--- src/design/bq_pkg.sv ---
// bq_pkg: shared types and constants for the saturating biquad section.
// Holds the register index codes, the sequencer step and control types and
// the default widths. No dependencies.
`default_nettype none

package bq_pkg;

  localparam int SAMPLE_WIDTH        = 16;
  localparam int COEF_WIDTH          = 32;
  localparam int DEF_COEF_FRAC_BITS  = 28;
  localparam int DEF_STATE_WIDTH     = 56;

  // shared multiplier: 33-bit signed operand (a 32-bit slice plus sign)
  // times a 32-bit signed coefficient
  localparam int SLICE_WIDTH         = 32;
  localparam int MUL_A_WIDTH         = SLICE_WIDTH + 1;
  localparam int MUL_P_WIDTH         = MUL_A_WIDTH + COEF_WIDTH;

  localparam int REG_INDEX_WIDTH     = 3;

  // coef_b0 resets to 1.0 in Q3.28
  localparam logic [COEF_WIDTH-1:0] COEF_B0_RESET = 32'h1000_0000;

  typedef enum logic [REG_INDEX_WIDTH-1:0] {
    REG_B0 = 3'd0,
    REG_B1 = 3'd1,
    REG_B2 = 3'd2,
    REG_A1 = 3'd3,
    REG_A2 = 3'd4
  } reg_idx_t;

  // multiplier operand select
  typedef enum logic [1:0] {
    MOP_XIN,   // sample straight from the input port (accept cycle)
    MOP_X,     // latched sample
    MOP_YLO,   // low slice of y, zero extended
    MOP_YHI    // high slice of y, sign extended
  } mop_t;

  typedef enum logic [3:0] {
    ST_IDLE,
    ST_Y,
    ST_BX1,
    ST_A1L,
    ST_A1H,
    ST_T,
    ST_Z1,
    ST_A2H,
    ST_Z2
  } step_t;

  typedef struct packed {
    mop_t     mul_op;
    reg_idx_t mul_coef;
    logic     ld_y;
    logic     ld_bx;
    logic     ld_accw;
    logic     ld_ay;
    logic     ld_t;
    logic     ld_z1;
    logic     ld_z2;
    logic     ld_out;
  } ctrl_t;

endpackage

`default_nettype wire

--- src/design/bq_mul.sv ---
// bq_mul: the shared signed 33x32 multiplier with a registered product.
// Uses bq_pkg for operand widths.
`default_nettype none

module bq_mul
  import bq_pkg::*;
(
  input  logic                          clk,
  input  logic signed [MUL_A_WIDTH-1:0] a,
  input  logic signed [COEF_WIDTH-1:0]  b,
  output logic signed [MUL_P_WIDTH-1:0] p
);

  // operands extend to the product width in this context, so p is exact
  always_ff @(posedge clk) begin
    p <= a * b;
  end

endmodule

`default_nettype wire

--- src/design/bq_seq.sv ---
// bq_seq: step sequencer that drives the shared multiplier and the state
// registers of the biquad section. Uses bq_pkg (step_t, ctrl_t).
`default_nettype none

module bq_seq
  import bq_pkg::*;
(
  input  logic  clk,
  input  logic  rst,
  input  logic  in_valid,
  input  logic  out_free,
  output logic  in_ready,
  output ctrl_t ctrl
);

  step_t state, state_next;

  always_ff @(posedge clk) begin
    if (rst) begin
      state <= ST_IDLE;
    end else begin
      state <= state_next;
    end
  end

  always_comb begin
    state_next = state;
    case (state)
      ST_IDLE: if (in_valid) state_next = ST_Y;
      ST_Y:    state_next = ST_BX1;
      ST_BX1:  state_next = ST_A1L;
      ST_A1L:  state_next = ST_A1H;
      ST_A1H:  state_next = ST_T;
      ST_T:    state_next = ST_Z1;
      ST_Z1:   state_next = ST_A2H;
      ST_A2H:  state_next = ST_Z2;
      ST_Z2:   if (out_free) state_next = ST_IDLE;
      default: state_next = ST_IDLE;
    endcase
  end

  always_comb begin
    in_ready      = 1'b0;
    ctrl          = '0;
    ctrl.mul_op   = MOP_X;
    ctrl.mul_coef = REG_B0;
    case (state)
      ST_IDLE: begin
        in_ready      = 1'b1;
        ctrl.mul_op   = MOP_XIN;
        ctrl.mul_coef = REG_B0;
      end
      ST_Y: begin
        ctrl.ld_y     = 1'b1;
        ctrl.mul_coef = REG_B1;
      end
      ST_BX1: begin
        ctrl.ld_bx    = 1'b1;
        ctrl.mul_op   = MOP_YLO;
        ctrl.mul_coef = REG_A1;
      end
      ST_A1L: begin
        ctrl.ld_accw  = 1'b1;
        ctrl.mul_op   = MOP_YHI;
        ctrl.mul_coef = REG_A1;
      end
      ST_A1H: begin
        ctrl.ld_ay    = 1'b1;
        ctrl.mul_coef = REG_B2;
      end
      ST_T: begin
        ctrl.ld_t     = 1'b1;
        ctrl.ld_bx    = 1'b1;
        ctrl.mul_op   = MOP_YLO;
        ctrl.mul_coef = REG_A2;
      end
      ST_Z1: begin
        ctrl.ld_z1    = 1'b1;
        ctrl.ld_accw  = 1'b1;
        ctrl.mul_op   = MOP_YHI;
        ctrl.mul_coef = REG_A2;
      end
      ST_A2H: begin
        ctrl.ld_ay    = 1'b1;
      end
      ST_Z2: begin
        ctrl.ld_z2    = 1'b1;
        ctrl.ld_out   = out_free;
      end
      default: begin
        in_ready = 1'b0;
      end
    endcase
  end

endmodule

`default_nettype wire

--- src/design/biquad_iir_filter_saturating.sv ---
// biquad_iir_filter_saturating: second-order IIR section, transposed direct
// form II, saturating fixed point. Depends on bq_pkg, bq_mul, bq_seq.
//
//   channel | handshake          | word
//   --------+--------------------+------------------------------------------
//   in      | in_valid/in_ready  | sample_in (s16), last_in_block
//   out     | out_valid/out_ready| sample_out (s16), clipped, last_out
//   cfg     | cfg_we (no stall)  | cfg_index (3b), cfg_data (32b coef)
//
// Steps: after accept, a word passes through Y, BX1, A1L, A1H, T, Z1, A2H
//   and Z2; the next word is accepted in the cycle after the result
//   register loads, so no new word is taken while one is in flight. The steps
//   follow the seven passes through the single 33x32 multiplier (b0*x, b1*x,
//   b2*x and two slices each of a1*y and a2*y) plus the saturating add steps.
// Reset: rst (sync) clears the sequencer, both delay states and the result
//   valid flag, and loads the coefficients with b0 = 1.0, others zero.
// Stalls: a held result does not block input; the last step only waits if
//   the previous result is still unclaimed when the new one is ready.
`default_nettype none

module biquad_iir_filter_saturating
  import bq_pkg::*;
#(
  parameter int COEF_FRAC_BITS = DEF_COEF_FRAC_BITS,
  parameter int STATE_WIDTH    = DEF_STATE_WIDTH
) (
  input  logic                             clk,
  input  logic                             rst,
  // input words
  input  logic                             in_valid,
  output logic                             in_ready,
  input  logic signed [SAMPLE_WIDTH-1:0]   sample_in,
  input  logic                             last_in_block,
  // result words
  output logic                             out_valid,
  input  logic                             out_ready,
  output logic signed [SAMPLE_WIDTH-1:0]   sample_out,
  output logic                             clipped,
  output logic                             last_out,
  // coefficient writes
  input  logic                             cfg_we,
  input  logic [REG_INDEX_WIDTH-1:0]       cfg_index,
  input  logic [COEF_WIDTH-1:0]            cfg_data
);

  // full-precision coef*y width, and the high slice of y
  localparam int PW = STATE_WIDTH + SLICE_WIDTH;
  localparam int HW = STATE_WIDTH - SLICE_WIDTH;

  localparam logic signed [STATE_WIDTH-1:0] SMAX = {1'b0, {(STATE_WIDTH-1){1'b1}}};
  localparam logic signed [STATE_WIDTH-1:0] SMIN = {1'b1, {(STATE_WIDTH-1){1'b0}}};
  // output clamp limits, 32767.0 and -32768.0 in the state format
  localparam logic signed [STATE_WIDTH-1:0] YTOP =
    STATE_WIDTH'(32767) << COEF_FRAC_BITS;
  localparam logic signed [STATE_WIDTH-1:0] YBOT =
    ~(STATE_WIDTH'(32768) << COEF_FRAC_BITS) + STATE_WIDTH'(1);
  localparam logic [STATE_WIDTH-1:0] FRAC_MASK =
    (STATE_WIDTH'(1) << COEF_FRAC_BITS) - STATE_WIDTH'(1);

  // ---------------------------------------------------------------------
  // saturating add / subtract on state-width values
  // ---------------------------------------------------------------------
  function automatic logic [STATE_WIDTH-1:0] sat_fix(input logic [STATE_WIDTH:0] s);
    if (s[STATE_WIDTH] != s[STATE_WIDTH-1]) begin
      return s[STATE_WIDTH] ? SMIN : SMAX;
    end
    return s[STATE_WIDTH-1:0];
  endfunction

  function automatic logic [STATE_WIDTH-1:0] add_sat(input logic [STATE_WIDTH-1:0] a,
                                                     input logic [STATE_WIDTH-1:0] b);
    return sat_fix({a[STATE_WIDTH-1], a} + {b[STATE_WIDTH-1], b});
  endfunction

  function automatic logic [STATE_WIDTH-1:0] sub_sat(input logic [STATE_WIDTH-1:0] a,
                                                     input logic [STATE_WIDTH-1:0] b);
    return sat_fix({a[STATE_WIDTH-1], a} - {b[STATE_WIDTH-1], b});
  endfunction

  // ---------------------------------------------------------------------
  // registers
  // ---------------------------------------------------------------------
  logic signed [COEF_WIDTH-1:0]   coef_b0, coef_b1, coef_b2, coef_a1, coef_a2;
  logic signed [SAMPLE_WIDTH-1:0] x;
  logic                           last;
  logic signed [STATE_WIDTH-1:0]  delay_one, delay_two;
  logic signed [STATE_WIDTH-1:0]  y;      // unclamped filter output
  logic signed [STATE_WIDTH-1:0]  bx;     // b1*x, then b2*x
  logic signed [STATE_WIDTH-1:0]  ay;     // a1*y, then a2*y, floored
  logic signed [STATE_WIDTH-1:0]  t;      // b1*x - a1*y
  logic signed [PW-1:0]           accw;   // low-slice partial of coef*y

  ctrl_t                          ctrl;
  logic                           out_free;
  logic signed [MUL_A_WIDTH-1:0]  mul_a;
  logic signed [COEF_WIDTH-1:0]   mul_b;
  logic signed [MUL_P_WIDTH-1:0]  prod;

  // ---------------------------------------------------------------------
  // sequencer and the shared multiplier
  // ---------------------------------------------------------------------
  assign out_free = !out_valid || out_ready;

  bq_seq u_seq (
    .clk      (clk),
    .rst      (rst),
    .in_valid (in_valid),
    .out_free (out_free),
    .in_ready (in_ready),
    .ctrl     (ctrl)
  );

  always_comb begin
    case (ctrl.mul_op)
      MOP_XIN: mul_a = {{(MUL_A_WIDTH-SAMPLE_WIDTH){sample_in[SAMPLE_WIDTH-1]}}, sample_in};
      MOP_X:   mul_a = {{(MUL_A_WIDTH-SAMPLE_WIDTH){x[SAMPLE_WIDTH-1]}}, x};
      MOP_YLO: mul_a = {1'b0, y[SLICE_WIDTH-1:0]};
      MOP_YHI: mul_a = {{(MUL_A_WIDTH-HW){y[STATE_WIDTH-1]}}, y[STATE_WIDTH-1:SLICE_WIDTH]};
      default: mul_a = '0;
    endcase
  end

  always_comb begin
    case (ctrl.mul_coef)
      REG_B0:  mul_b = coef_b0;
      REG_B1:  mul_b = coef_b1;
      REG_B2:  mul_b = coef_b2;
      REG_A1:  mul_b = coef_a1;
      REG_A2:  mul_b = coef_a2;
      default: mul_b = coef_b0;
    endcase
  end

  bq_mul u_mul (
    .clk (clk),
    .a   (mul_a),
    .b   (mul_b),
    .p   (prod)
  );

  // ---------------------------------------------------------------------
  // datapath
  // ---------------------------------------------------------------------
  // coef*x already sits in the state format and always fits
  logic [STATE_WIDTH-1:0] prod_lo;
  logic [PW-1:0]          prod_ext;
  logic [PW-1:0]          wide_sum;
  logic [PW-COEF_FRAC_BITS-STATE_WIDTH:0] wide_hi;
  logic                   wide_fits;
  logic [STATE_WIDTH-1:0] ay_next;

  assign prod_lo  = prod[STATE_WIDTH-1:0];
  assign prod_ext = {{(PW-MUL_P_WIDTH){prod[MUL_P_WIDTH-1]}}, prod};
  // high-slice partial lands 32 bits up; the value fits in STATE_WIDTH bits
  assign wide_sum = accw + {prod[STATE_WIDTH-1:0], {SLICE_WIDTH{1'b0}}};

  // floor by the fraction bits, then saturate to the state width
  assign wide_hi   = wide_sum[PW-1:COEF_FRAC_BITS+STATE_WIDTH-1];
  assign wide_fits = (&wide_hi) || !(|wide_hi);
  assign ay_next   = wide_fits ? wide_sum[COEF_FRAC_BITS+STATE_WIDTH-1:COEF_FRAC_BITS]
                               : (wide_sum[PW-1] ? SMIN : SMAX);

  always_ff @(posedge clk) begin
    if (in_valid && in_ready) begin
      x    <= sample_in;
      last <= last_in_block;
    end
    if (ctrl.ld_y)    y    <= add_sat(prod_lo, delay_one);
    if (ctrl.ld_bx)   bx   <= prod_lo;
    if (ctrl.ld_accw) accw <= prod_ext;
    if (ctrl.ld_ay)   ay   <= ay_next;
    if (ctrl.ld_t)    t    <= sub_sat(bx, ay);
  end

  // delay states; a word marked last leaves them cleared
  always_ff @(posedge clk) begin
    if (rst) begin
      delay_one <= '0;
      delay_two <= '0;
    end else begin
      if (ctrl.ld_z1) delay_one <= last ? '0 : add_sat(t, delay_two);
      if (ctrl.ld_z2) delay_two <= last ? '0 : sub_sat(bx, ay);
    end
  end

  // ---------------------------------------------------------------------
  // coefficient registers
  // ---------------------------------------------------------------------
  always_ff @(posedge clk) begin
    if (rst) begin
      coef_b0 <= COEF_B0_RESET;
      coef_b1 <= '0;
      coef_b2 <= '0;
      coef_a1 <= '0;
      coef_a2 <= '0;
    end else if (cfg_we) begin
      case (reg_idx_t'(cfg_index))
        REG_B0:  coef_b0 <= cfg_data;
        REG_B1:  coef_b1 <= cfg_data;
        REG_B2:  coef_b2 <= cfg_data;
        REG_A1:  coef_a1 <= cfg_data;
        REG_A2:  coef_a2 <= cfg_data;
        default: ;  // unused index, write dropped
      endcase
    end
  end

  // ---------------------------------------------------------------------
  // output clamp and result register
  // ---------------------------------------------------------------------
  logic                   y_over, y_under;
  logic [STATE_WIDTH-1:0] y_rnd;

  assign y_over  = y > YTOP;
  assign y_under = y < YBOT;
  // bias negatives so the fraction drop truncates toward zero
  assign y_rnd   = y + (y[STATE_WIDTH-1] ? FRAC_MASK : '0);

  always_ff @(posedge clk) begin
    if (rst) begin
      out_valid <= 1'b0;
    end else if (ctrl.ld_out) begin
      out_valid <= 1'b1;
    end else if (out_ready) begin
      out_valid <= 1'b0;
    end
  end

  always_ff @(posedge clk) begin
    if (ctrl.ld_out) begin
      last_out <= last;
      clipped  <= y_over || y_under;
      if (y_over) begin
        sample_out <= {1'b0, {(SAMPLE_WIDTH-1){1'b1}}};
      end else if (y_under) begin
        sample_out <= {1'b1, {(SAMPLE_WIDTH-1){1'b0}}};
      end else begin
        sample_out <= y_rnd[COEF_FRAC_BITS+SAMPLE_WIDTH-1:COEF_FRAC_BITS];
      end
    end
  end

  // ---------------------------------------------------------------------
  // assertions
  // ---------------------------------------------------------------------
  a_busy_after_accept: assert property (@(posedge clk) disable iff (rst)
    in_valid && in_ready |=> !in_ready)
    else $error("input taken again while a word is in flight");

  a_no_overwrite: assert property (@(posedge clk) disable iff (rst)
    ctrl.ld_out |-> (!out_valid || out_ready))
    else $error("result register overwritten before it was taken");

  a_ready_after_result: assert property (@(posedge clk) disable iff (rst)
    ctrl.ld_out |=> in_ready)
    else $error("sequencer did not return to idle after loading a result");

  a_last_clears_z1: assert property (@(posedge clk) disable iff (rst)
    ctrl.ld_z1 && last |=> delay_one == '0)
    else $error("delay_one not cleared after end-of-block word");

  a_clip_value: assert property (@(posedge clk) disable iff (rst)
    out_valid && clipped |->
      sample_out == 16'sh7fff || sample_out == 16'sh8000)
    else $error("clipped word carries a value other than a rail");

endmodule

`default_nettype wire
--- config.mk ---
export PLATFORM = sky130hd
export DESIGN_NAME = biquad_iir_filter_saturating
export DESIGN_NICKNAME = d
export VERILOG_FILES = /design/src/design/bq_pkg.sv /design/src/design/bq_mul.sv /design/src/design/bq_seq.sv /design/src/design/biquad_iir_filter_saturating.sv
export SDC_FILE = /design/constraint.sdc
export NUM_CORES = 2
export LEC_CHECK = 0
export ABC_CLOCK_PERIOD_IN_PS = 22200
export BUFFER_PORTS_ARGS = -buffer_cell sky130_fd_sc_hd__buf_4
export CAP_MARGIN = 20
export CORE_MARGIN = 3
export CORE_UTILIZATION = 25
export CTS_CLUSTER_DIAMETER = 150
export DETAILED_ROUTE_END_ITERATION = 8
export PLACE_DENSITY_LB_ADDON = 0.3
export SLEW_MARGIN = 20
export SYNTH_ARGS = -nofsm -noshare
export SYNTH_HDL_FRONTEND = slang
export SYNTH_SLANG_ARGS = --single-unit
--- constraint.sdc ---
create_clock -name clk -period 22.2 [get_ports clk]
set_input_delay 1.11 -clock clk [delete_from_list [all_inputs] [get_ports clk]]
set_output_delay 1.11 -clock clk [all_outputs]
set_load 0.03 [all_outputs]
== Yosys cells after proc, flatten, opt, wreduce, memory -nomap -nowiden ==
Index checks and enable logic that the tools add are counted.

* Bits in registers: 666
* Input port bits: 57

* Add/sub/neg operators: 5
* Multipliers: 1
* Magnitude comparators: 2
* Eq/ne operators: 24
* Muxes and demuxes: 42
* Reductions and logical operators: 23

{| class="wikitable"
|+ Operator list
! cell !! count
|-
| 2-to-1 mux 56 bit || 14
|-
| one-hot mux 33 bit (4 select lines) || 1
|-
| one-hot mux 32 bit (4 select lines) || 1
|-
| adder 56 x 56 -> 57 bit || 2
|-
| adder 88 bit || 1
|-
| multiplier 33 x 32 -> 65 bit || 1
|-
| subtractor 56 x 56 -> 57 bit || 1
|-
| > comparator 56 x 44 -> 1 bit, second input constant || 1
|-
| less-than comparator 56 x 44 -> 1 bit, second input constant || 1
|-
| adder 44 x 28 -> 44 bit || 1
|-
| one-hot mux 4 bit (9 select lines) || 1
|-
| 2-to-1 mux 28 bit || 1
|-
| 2-to-1 mux 1 bit || 18
|-
| equality test 4 x 3 -> 1 bit, second input constant || 4
|-
| 2-to-1 mux 16 bit || 1
|-
| equality test 3 x 2 -> 1 bit, second input constant || 4
|-
| one-hot mux 3 bit (4 select lines) || 1
|-
| AND reduction 2 bit || 6
|-
| OR reduction 2 bit || 5
|-
| equality test 4 x 2 -> 1 bit, second input constant || 2
|-
| 2-to-1 mux 4 bit || 2
|-
| equality test 3 x 1 -> 1 bit, second input constant || 2
|-
| equality test 3 bit, second input constant || 2
|-
| one-hot mux 2 bit (3 select lines) || 1
|-
| other kinds (17) || 23
|}

== Depth between registers and ports, before layout ==
* Depth after elaboration: 7
* Depth in mapped cells: 41
* Depth with buffers taken out: 37

== By module ==
Synthesis repeated with hierarchy kept, for this count alone.

* Cells, all modules: 8206
* Area, all modules: 74709.2 um^2

{| class="wikitable"
|+ Modules (own cells, without submodules)
! module !! times used !! cells each !! area each (um^2)
|-
| bq_mul || 1 || 4105 || 38774.7
|-
| biquad_iir_filter_saturating || 1 || 4060 || 35600.4
|-
| bq_seq || 1 || 41 || 334.1
|}

== Worst setup path after synthesis ==
No wires, ideal clock.

* Kind: register to register
* Start point: register u_seq.state[0]
* End point: register u_mul.p[61]
* Setup time: 131 ps
* Arrival: 10883 ps
* Data required time: 22069 ps
* Setup slack: 11186 ps
* Cell stages (with the launch flop): 34
* Buffers on the path: 5
* Period minus slack after synthesis: 11014 ps
* Cells stage by stage: dfxtp_1 buf_1 nor4b_1 clkbuf_1 clkbuf_1 a222oi_1 nand3_1 clkbuf_1 nand2_1 fa_1 fa_1 fa_1 fa_1 inv_1 fa_1 inv_1 fa_1 inv_1 fa_1 fa_1 ha_1 clkbuf_1 a21oi_1 o21ai_0 a31oi_1 o21ai_0 a211oi_1 nor2_1 a31oi_1 o21ai_0 a21o_1 a311oi_1 o31ai_1 xor2_1

* Longest elaborated chain between the ends: 6
* Elaborated cells on any way between the ends: 24
* Classes of those cells: mul: 1; eq/ne: 13; mux: 4; reduce/logical: 6

{| class="wikitable"
|+ RTL lines
! item !! line !! source
|-
| start: declaration || bq_seq.sv:16 || <nowiki>step_t state, state_next;</nowiki>
|-
| start signal: assignment || bq_seq.sv:22 || <nowiki>state <= state_next;</nowiki>
|-
| equality test 4 x 3 -> 1 bit / equality test 4 x 2 -> 1 bit (equally long branches) || bq_seq.sv:47 || <nowiki>case (state)</nowiki>
|-
| OR reduction 2 bit (no line) || -- ||
|-
| one-hot mux 3 bit (4 select lines) / one-hot mux 2 bit (3 select lines) (equally long branches) || bq_seq.sv:47 ||
|-
| equality test 3 bit (tied with other cells) || biquad_iir_filter_saturating.sv:124 || <nowiki>case (ctrl.mul_coef)</nowiki>
|-
| one-hot mux 32 bit (4 select lines) / one-hot mux 33 bit (4 select lines) (equally long branches) || biquad_iir_filter_saturating.sv:124, biquad_iir_filter_saturating.sv:114 ||
|-
| multiplier 33 x 32 -> 65 bit (*) || bq_mul.sv:16 || <nowiki>p <= a * b;</nowiki>
|-
| end signal: assignment || bq_mul.sv:16 ||
|-
| end: declaration || bq_mul.sv:11 || <nowiki>output logic signed [MUL_P_WIDTH-1:0] p</nowiki>
|}

Mark *: on every way between the ends. The rest lies on a longest branch, timed or not.
A chain may end at the register's enable or synchronous reset.

== Worst setup path in the final report ==
* Start point: register u_seq.state[2]
* End point: register u_mul.p[50]

The elaborated chain is that of the path after synthesis.

==> results.yml <==
placed_design:
  post_dp_cell_area_um2: 77000
  portBuffers: 76
  place.gp.congestion: 0.937
  worst_setup_timing_slack_at_the_placement_stage_ns: 10.58
  dp.final_hpwl_mm: 203
timing:
  period_share: 0.534
  fin_tns_setup_ns: 0
  timing.fmax_ghz: 0.0844
  tightest_slew_ns: 1.19
  setup_viol: 0
  maxSlewViolCount: 0
  setup_ws_ns: 10.35
  layout_min_cycle_time_ns: 11.85
  rsz0062_at_grt: "no"
  timing.max_slew.rel_slack: 0.200
  clock-skew-final_ns: 0.0470
  hold_violations: 0
power_and_ir_drop:
  worst_ir_drop_vdd_mv: 0.0933
  power_frac_seq: 0.226
  power.density_cell_area_nw_per_um2: 97.2
  p_clk_frac: 0.168
  swShare: 0.499
  net-switching-power_mw: 3.86
  pwr-share-comb: 0.607
  power.internal_mw: 3.88
  cellLeakagePower_nw: 35.5
logic_synthesis:
  synth_warn: 0
  synth_ff_type: "sky130_fd_sc_hd__dfxtp_1"
  synth-edff-count: 296
  post_synth_inst_count: 8040
  netlist_area_um2: 72100
  syn_avg_cell_area_um2: 8.97
  synth_cell_count_leaders: "sky130_fd_sc_hd__nand2_1 (1214), sky130_fd_sc_hd__inv_1 (1166), sky130_fd_sc_hd__fa_1 (1116)"
  ys_types: 90
  synth_nets: 9649
  post_synth_main_area_contributors: "sky130_fd_sc_hd__fa_1 (31%), sky130_fd_sc_hd__edfxtp_1 (12%), sky130_fd_sc_hd__dfxtp_1 (9.5%)"
  ys_seq_elements: 638
  cell_type_with_the_highest_aggregate_area_in_the_netlist: "sky130_fd_sc_hd__fa_1"
  netlist.area_leader.share: 0.310
  post_synthesis_sequential_area_ratio: 0.218
  post-synth-top-count-cell: "sky130_fd_sc_hd__nand2_1"
  asyncSetResetFlopFracSynth: 0
worst_setup_path:
  worst-endpoint-required_ns: 22.78
  timing.critical_path.buf_inv: 5
  startpoint_type: "register"
  ff2ff_setup_slack_ns: 10.35
  crit_type: "reg -> reg"
  slowest_stage: "sky130_fd_sc_hd__nand2_1"
  path_max_fanout: 48
  cp_top_family: "adder cells"
  slowest_delay_ns: 0.88
  worst-endpoint-arrival_ns: 12.44
  critPathCaptureType: "register"
  dominant_cell_type_by_count_on_the_critical_path: "sky130_fd_sc_hd__fa_1"
global_routing:
  first_global_vias: 59800
  pin_count_of_the_biggest_net_entering_global_routing: 89
  grt_first_pass_wirelength_mm: 388
  antenna_found_initial: 17
  overall_fraction_of_global_route_tracks_in_use: 0.175
  overflow: 0
clocking:
  cts_buffer_depth: 3
  htree_num_levels: 3
  cts.root.buffer_cell: "sky130_fd_sc_hd__clkbuf_16"
  post_cts.repair.setup_buffers: 0
  hold_fix_buffers_at_cts: 0
  cts.sinks: 638
  tritoncts: "built"
  clock_insertion_delay_worst_skew_ns: 0.69
  cts-buffers-inserted: 74
  clk_pin_slew_worst_paths_ns: 0.06
  post_cts_resized: 0
route:
  detailroute.via_count: 57300
  drt-pass1-iter-count: 5
  ant_nets: 0
  drt-wirelength-per-cell_um: 22.3
  violation_count_after_the_first_detailed_route_iteration: 4396
  detail_route.vias_per_cell: 4.89
  drt-total-wl_mm: 261
  remaining_drc_errors: 0
floorplanning:
  num_io_pins: 77
  initial_utilization: 0.252
  coreArea_um2: 286000
  chipHeight_um: 543
  rows: 196
  die-width_um: 543
  fp.dieArea_um2: 295000
cells_and_area:
  finish.net_count: 9504
  layout-area-overhead-vs-synth_pct: 10.4
  final_util: 0.278
  stdcell_area_um2: 79600
  drive_gt1_frac: 0.0520
run_status:
  outcome: "complete, no violations"
job:
  drv.max_cap_violation_count: 0
hold_path:
  hold_path.class: "reg -> reg"
==> metrics by stage <==
step | instances | total power [mW] | hold WS, ns
6_report | 11700 | 7.74 | 0.411
5_1_grt | 11700 | 8.29 | 0.432
4_1_cts | 11700 | 7.71 | 0.410
3_5_place_dp | 11600 | 6.38 | 0.396
3_3_place_gp | 11600 | 6.35 | 0.397
2_1_floorplan | 8040 | 4.71 | 0.386
==> placed cells by master, fill, tap and decap left out, types with 42 or more instances in the layout <==
cell type and count:
sky130_fd_sc_hd__nor3_1 42, sky130_fd_sc_hd__nand4_1 69, sky130_fd_sc_hd__o21ai_0 294, sky130_fd_sc_hd__o21ai_1 73
sky130_fd_sc_hd__inv_1 1166, sky130_fd_sc_hd__nand2_1 1212, sky130_fd_sc_hd__clkbuf_16 83, sky130_fd_sc_hd__nand3_1 115
sky130_fd_sc_hd__and3_1 57, sky130_fd_sc_hd__ha_1 436, sky130_fd_sc_hd__xnor2_1 170, sky130_fd_sc_hd__edfxtp_1 296
sky130_fd_sc_hd__buf_4 202, sky130_fd_sc_hd__xor2_1 122, sky130_fd_sc_hd__fa_1 1116, sky130_fd_sc_hd__dfxtp_1 342
sky130_fd_sc_hd__a21oi_1 492, sky130_fd_sc_hd__nand2b_1 47, sky130_fd_sc_hd__a21o_1 195, sky130_fd_sc_hd__o21a_1 42
sky130_fd_sc_hd__nor2_1 731
==> power by group through the flow <==
stage                     Clock [mW]  Combinational (mW)  Sequential [mW]
after floorplan                    0                3.12             1.59
after global placement             0                4.58             1.77
after detailed placement           0                4.61             1.77
after CTS                       1.32                4.64             1.74
after global routing            1.37                5.18             1.74
final                           1.30                4.70             1.75
==> state kept, by name, summed over array words and instances, names as in the netlist, 4 cells and up <==
signal       count
coef_b2         32
coef_a1         32
y               56
u_mul.p         65
sample_out      16
bx              56
coef_b0         32
ay              56
coef_b1         32
u_seq.state      4
delay_one       56
accw            37
coef_a2         32
t               56
delay_two       56
x               16
==> worst register-to-register path, delay by kind of cell (launching register included) <==
family | cells | cell delay, ns
AO/OA/AOI/OAI | 13 | 3.90
XOR/XNOR | 1 | 0.16
adder cells (fa/ha/maj) | 9 | 4.25
buffers and inverters | 5 | 0.85
flip-flops | 1 | 0.73
AND/OR/NAND/NOR | 7 | 1.86
==> layer usage <==
| metal | vias up | GRT usage | routed length, um |
|---|---|---|---|
| met5 | - | 0 | 0 |
| met4 | 0 | 0.0655 | 10400 |
| met3 | 406 | 0.0276 | 15800 |
| met2 | 1920 | 0.290 | 123000 |
| met1 | 29300 | 0.228 | 112000 |
| li1 | 25700 | - | - |
==> layout make-up <==
type,instances,area (um2)
diodes,10,25.0
clock buffers,107,2270
clock inverters,28,312
fillers,30200,207000
inverters,1166,4380
multi-input cells,5811,50600
flip-flops and latches,638,15700
well taps,3762,4710
repair buffers,204,1560
==> cells by family after synthesis <==
family                     after synthesis  synth area share
xor gates and xnor gates               293            0.0357
buffers and inverters                 1591            0.0835
muxes                                    3          0.000451
DFF                                    638             0.218
and+or+nand+nor                       2454             0.144
adders and majority gates             1585             0.390
AOI/OAI and AO/OA                     1476             0.128
==> path summary, 6_finish.rpt <==
check	from	depth (start not counted)	to
worst max-delay path	u_seq.state[2]	35	u_mul.p[50]
worst min-delay path	u_mul.p[63]	0	accw[63]
worst max register to register	u_seq.state[2]	35	u_mul.p[50]
worst min register to register	u_mul.p[63]	0	accw[63]
No activity file was read; power rests on OpenSTA's default activity.
